$ cat src/hw/rtl/mfa_pkg.sv
// ---------------------------------------------------------------------------
// mfa_pkg
// Shared types and constants for the multichannel FIR accumulate core.
// ---------------------------------------------------------------------------
package mfa_pkg;

   localparam int TAPS_DEFAULT        = 1024;
   localparam int CHANNELS_DEFAULT    = 2;
   localparam int SAMPLE_BITS_DEFAULT = 24;

   // fixed field widths of the request beat
   localparam int CHANNEL_BITS   = 1;
   localparam int TAP_INDEX_BITS = 10;

   // read -> multiply -> accumulate: cycles after the last tap issue
   localparam int MAC_LATENCY = 2;

   localparam logic OP_FILTER = 1'b0;
   localparam logic OP_LOAD   = 1'b1;

   typedef enum logic [2:0] {
      ST_IDLE,
      ST_MAC,
      ST_DRAIN,
      ST_ROUND,
      ST_SAT
   } state_type;

   typedef struct packed {
      logic start;     // accept a sample beat: write history, clear accumulator
      logic load;      // accept a coefficient beat
      logic issue;     // read one tap pair
      logic round;     // add addend and rounding constant
      logic sat_load;  // saturate into the output register
   } cmd_type;

   typedef struct packed {
      logic sample_ok;
      logic load_ok;
      logic out_free;
   } status_type;

endpackage

$ cat src/hw/rtl/mfa_ctrl.sv
// ---------------------------------------------------------------------------
// mfa_ctrl
// Sequencer: accepts loads while idle, walks the taps of one sample, drains
// the MAC pipe, rounds and hands the result to the output register.
// ---------------------------------------------------------------------------
module mfa_ctrl #(
   parameter int TAPS = mfa_pkg::TAPS_DEFAULT
) (
   input  logic                            clock,
   input  logic                            reset,
   input  logic                            req_valid,
   output logic                            req_ready,
   input  mfa_pkg::status_type             status,
   output mfa_pkg::cmd_type                cmd,
   output logic [(TAPS > 1 ? $clog2(TAPS) : 1)-1:0] tap,
   output mfa_pkg::state_type              state
);

   localparam int IW = (TAPS > 1) ? $clog2(TAPS) : 1;
   localparam int DW = (mfa_pkg::MAC_LATENCY > 1) ? $clog2(mfa_pkg::MAC_LATENCY) : 1;

   mfa_pkg::state_type state_ff, state_in;
   logic [IW-1:0]      tap_ff, tap_in;
   logic [DW-1:0]      drain_ff, drain_in;

   always_ff @(posedge clock) begin
      if (reset) begin
         state_ff <= mfa_pkg::ST_IDLE;
         tap_ff   <= '0;
         drain_ff <= '0;
      end else begin
         state_ff <= state_in;
         tap_ff   <= tap_in;
         drain_ff <= drain_in;
      end
   end

   always_comb begin
      state_in  = state_ff;
      tap_in    = tap_ff;
      drain_in  = drain_ff;
      cmd       = '0;
      req_ready = 1'b0;
      unique case (state_ff)
         mfa_pkg::ST_IDLE: begin
            req_ready = 1'b1;
            if (req_valid) begin
               cmd.start = status.sample_ok;
               cmd.load  = status.load_ok;
               if (status.sample_ok) begin
                  state_in = mfa_pkg::ST_MAC;
                  tap_in   = '0;
               end
            end
         end
         mfa_pkg::ST_MAC: begin
            cmd.issue = 1'b1;
            if (tap_ff == IW'(TAPS - 1)) begin
               state_in = mfa_pkg::ST_DRAIN;
               drain_in = '0;
            end else begin
               tap_in = tap_ff + IW'(1);
            end
         end
         mfa_pkg::ST_DRAIN: begin
            if (drain_ff == DW'(mfa_pkg::MAC_LATENCY - 1)) begin
               state_in = mfa_pkg::ST_ROUND;
            end else begin
               drain_in = drain_ff + DW'(1);
            end
         end
         mfa_pkg::ST_ROUND: begin
            cmd.round = 1'b1;
            state_in  = mfa_pkg::ST_SAT;
         end
         mfa_pkg::ST_SAT: begin
            if (status.out_free) begin
               cmd.sat_load = 1'b1;
               state_in     = mfa_pkg::ST_IDLE;
            end
         end
         default: begin
            state_in = mfa_pkg::ST_IDLE;
         end
      endcase
   end

   assign tap   = tap_ff;
   assign state = state_ff;

endmodule

$ cat config.mk
export PLATFORM = sky130hd
export DESIGN_NAME = mfa_ctrl
export DESIGN_NICKNAME = d
export VERILOG_FILES = /design/src/hw/rtl/mfa_pkg.sv /design/src/hw/rtl/mfa_ctrl.sv
export SDC_FILE = /design/constraint.sdc
export NUM_CORES = 1
export LEC_CHECK = 0
export BUFFER_PORTS_ARGS = -buffer_cell sky130_fd_sc_hd__buf_2
export CAP_MARGIN = 5
export CORE_UTILIZATION = 50
export CTS_CLUSTER_DIAMETER = 80
export DETAILED_ROUTE_END_ITERATION = 10
export PLACE_DENSITY_LB_ADDON = 0.2
export SETUP_SLACK_MARGIN = 0.15
export SKIP_CTS_REPAIR_TIMING = 1
export SLEW_MARGIN = 30
export SYNTH_ARGS = -nofsm -noshare
export SYNTH_HDL_FRONTEND = slang
export SYNTH_SLANG_ARGS = --single-unit
$ cat constraint.sdc
create_clock -name clock -period 2.5 [get_ports clock]
set_clock_uncertainty 0.2 [all_clocks]
set_input_delay 0.125 -clock clock [delete_from_list [all_inputs] [get_ports clock]]
set_output_delay 0.125 -clock clock [all_outputs]
set_load 0.01 [all_outputs]
==> results.md <==
- The signal on the critical path passes through ha_1 -> and4_1 -> nand3_2 -> or3b_1 -> a211oi_1.
- The synthesized design contains 0 enable-type register cells.
- The synthesized netlist devotes between 20 and 30% of its cell area to compound gates.
- Global routing used 24.5% of the available tracks across all layers.
- The largest net degree at the start of global routing is 13.
- The ratio of final minimum period to clock period is just over 80%.
- The portion of synthesized cell area occupied by the leading cell type is 32.1%.
- The number of fill cells in the layout is 128.
- The clock buffer count from CTS is 3.
- The cell type of the slowest stage on the worst timing path is dfxtp_1.
- The clock sink count is 14.
- Yosys attributes the largest share of cell area to dfxtp_1 (32%), nand2b_1 (4.3%), a21oi_1 (4.0%).
- Leaving out fill and tap cells, the most frequent cells in the layout are buf_2 (24), dfxtp_1 (14), a21oi_1 (7), nor3_1 (7).
- The post-layout instance count excluding filler cells is between 100 and 150.
- Relative to the synthesized area, the layout overhead comes to 16.2%.
- After detailed routing, the total wire length is roughly 2000 um.
- The worst path meets setup with 0.468 ns of slack.
- The number of warning messages in the yosys log is 0.
- The library cell used most frequently in the layout, excluding fill and tap cells, is buf_2.
- TritonCTS built the clock tree.
- In the final layout, flip-flops and latches occupy ~280 sq um.
- In this run the clock root is driven by a clkbuf_4.
- The final reports fail on design-rule violations.
- The insertion delay of the later-clocked pin in the worst-skew pair is approximately 0.28 ns.
- The number of instances in the synthesized netlist is about 110.
- STA puts the critical path data required time at ~2.5 ns.
- The max capacitance violation total is 0.
- In this run the worst hold path is classified as primary input to flip-flop.
- The number of nets handed over by synthesis was between 100 and 150.
- After synthesis, the netlist uses 39 different library cells.
- The overall overflow remaining after global route is 0.
- At the worst endpoint, the arrival time is around 2 ns.
- The initial standard-cell utilization of the core is a little under three fifths.
- The worst supply voltage drop on vdd is 265 uV.
- For the finished layout, the period the worst path requires is between 2 and 2.5 ns.
- The capturing element type of the critical path is a flip-flop.
- The xor and xnor fraction of the mapped netlist area is 1.00%.
- The die outline area is approximately 1900 sq um.
- The number of antenna violations at the first check in global routing came to 0.
- Setup repair after global routing left no endpoint under its margin.
- The congestion estimate from routability-driven global placement came to about 0.86.
- The analysis attributes to net switching a power of 0.117 mW.
- The detailed-placement wirelength estimate is around 1400 um.
- In this run, the combinational gates consume 12.1% of the power.
- Summing the sequential cell areas from Yosys gives 32.1% of the chip area.
- For the pin with the worst max-slew slack, the measured transition is 0.698 ns.
- The power share of the sequential group is 51.0%.
- The fmax is ~490 MHz.
- The synthesized design spends more area on one cell type than any other, namely dfxtp_1.
- The post-synthesis adder-cell area fraction is under 10%.
- The number of I/O port buffers is 24.
- After detailed routing, the number of remaining DRC violations is 2.
- The clock passes through at most 2 buffers.
- The via count of the first global-routing pass is 727.
- Summing the areas of all and, or, nand and nor instances in the mapped netlist gives just under 30% of the synthesized area.
- The final hold violation count is 0.
- The leading register cell type out of synthesis is dfxtp_1.
- The flow ran to the end, but the final reports show violations.
- The setup-violating endpoint count in the final report is 0.
- After synthesis, the largest family of logic cells by area is simple AND/OR/NAND/NOR gates.
- The mean area per synthesized cell is between 8 and 9 sq um.
- The clock transition at the registers of the reported paths is 0.09 ns.
- Of all nets on the critical path, the largest fanout is 5.
- The type of the worst setup path is flip-flop to flip-flop.
- The number of nets at the end of the flow is about 140.
- Cell internal power was estimated by the tool at roughly 0.33 mW.
- The total power divided by cell area is ~450 nW/um^2.
- The multiplexer area fraction after synthesis is under 10%.
- The number of core rows is 14.
- The x dimension of the die is 43.8 um.
- The number of register bits inferred by synthesis is 14.
- The minimum setup slack after placement is a little under 0.5 ns.
- The first-pass iteration count of the detailed router is 7.
- The count of final max-slew check failures came to 0.
- For this design the static power due to leakage is around 0.42 nW.
- After detailed routing, the average wire length per cell comes to 14.3 um.
- The part of the power in the clock network is a little under two fifths.
- In this run the number of H-tree levels came out at 1.
- The share of cells above drive strength 1 is between 20% and 30%.
- The number of nets still failing antenna checks after routing is 0.
- The proportion of synthesized flip-flops having asynchronous set or reset is 0%.
- For this run, the slowest stage of the critical path takes about 0.4 ns.
- The first global-routing pass estimated ~3400 um of wire.
- After layout, the design draws a total of between 0.4 and 0.5 mW.
- After detailed placement, the design holds a cell count of roughly 140.
- The worst setup path is launched from a flip-flop.
- The post-detailed-route via-to-cell ratio is 6.15.
- The detailed router finished its first iteration with 34 violations.
- In this run switching power makes up roughly 26% of total power.
- From bottom edge to top edge, the die measures 43.8 um.
- Summed over all failing endpoints, the final setup total negative slack is 0 ns.
- In this run the count of I/O pins placed on the die edge is 25.
- For this block, the via count after detailed routing is about 900.
- The area of the core is approximately 1600 sq um.
- The repair_antennas step left the layout with diodes totalling 0.
- The max-slew headroom at the worst pin is about 53%.
- The synthesized area is slightly below 900 sq um.
- The multi-input combinational cells in the finished layout cover a total of ~530 sq um.
## critical path: cells and delay by family (launching register included)
kind,cells,cell delay [ns]
AND/OR/NAND/NOR,3,0.89
adder cells (fa/ha/maj),1,0.24
AO/OA/AOI/OAI,1,0.22
flip-flops,1,0.40
## cell usage after synthesis (2+ instances only)
cell	number
dfxtp_1	14
a21oi_1	7
nor3_1	7
nand2_1	6
nand2b_1	6
nor2_1	6
inv_1	4
nand3_1	4
o2111ai_1	4
o21ai_1	4
buf_2	3
nand4_1	3
a2111o_1	2
a211oi_1	2
and4_1	2
buf_4	2
inv_2	2
nand3_2	2
nor3_2	2
o211ai_1	2
o21a_1	2
or3b_1	2
## final timing paths
kind,start,endpoint,slack [ns],cells after the start
setup / recovery,tap[0]$_SDFFE_PP0P_,state[1]$_SDFFE_PP0P_,0.47,5
hold / removal,status[0],state[2]$_SDFFE_PP0P_,0.0003,3
setup reg to reg,tap[0]$_SDFFE_PP0P_,state[1]$_SDFFE_PP0P_,0.47,5
hold reg to reg,drain_ff$_SDFFE_PP0P_,drain_ff$_SDFFE_PP0P_,0.32,2
## stage by stage
| stage | instance area [sq um] | hold slack [ns] | util [%] |
|---|---|---|---|
| 2_1_floorplan | 873 | 0.132 | - |
| 3_3_place_gp | 968 | 0.273 | 61.4 |
| 3_5_place_dp | 968 | 0.273 | 61.4 |
| 4_1_cts | 1000 | -0.0237 | 63.7 |
| 5_1_grt | 1010 | 0.00279 | 64.4 |
| 6_report | 1010 | 0.000345 | 64.4 |
## per-layer routing
metal / up-vias / global-route usage (%) / share of wire, %
li1: 437 / - / -
met1: 406 / 34.5 / 47
met2: 30 / 34.3 / 45
met3: 6 / 4.17 / 4.5
met4: 0 / 15.0 / 3.2
met5: - / 0 / 0
## final cells by class
class / instances / area share [%]
flip-flops and latches: 14 / 27.6
multi-input cells: 78 / 51.8
well taps: 16 / 1.97
inverters: 6 / 2.22
repair buffers: 25 / 12.8
clock buffers: 4 / 3.58
## registers in the layout (all words and copies together) (netlist names)
name	flops
drain_ff	1
tap	10
state	3
## logic make-up after synthesis
logic type      after synthesis
xor+xnor                      1
flops                        14
simple gates                 44
buf+inv                      13
compound gates               31
fa+ha+maj                     1
mux                           1
## power by group through the flow
stage | Clock, mW | Combinational (mW) | Sequential (mW)
after floorplan | 0 | 0.0402 | 0.235
after global placement | 0 | 0.0533 | 0.235
after detailed placement | 0 | 0.0532 | 0.236
after CTS | 0.170 | 0.0535 | 0.231
after global routing | 0.187 | 0.0596 | 0.231
final | 0.167 | 0.0549 | 0.231
No activity file was read; power rests on OpenSTA's default activity.
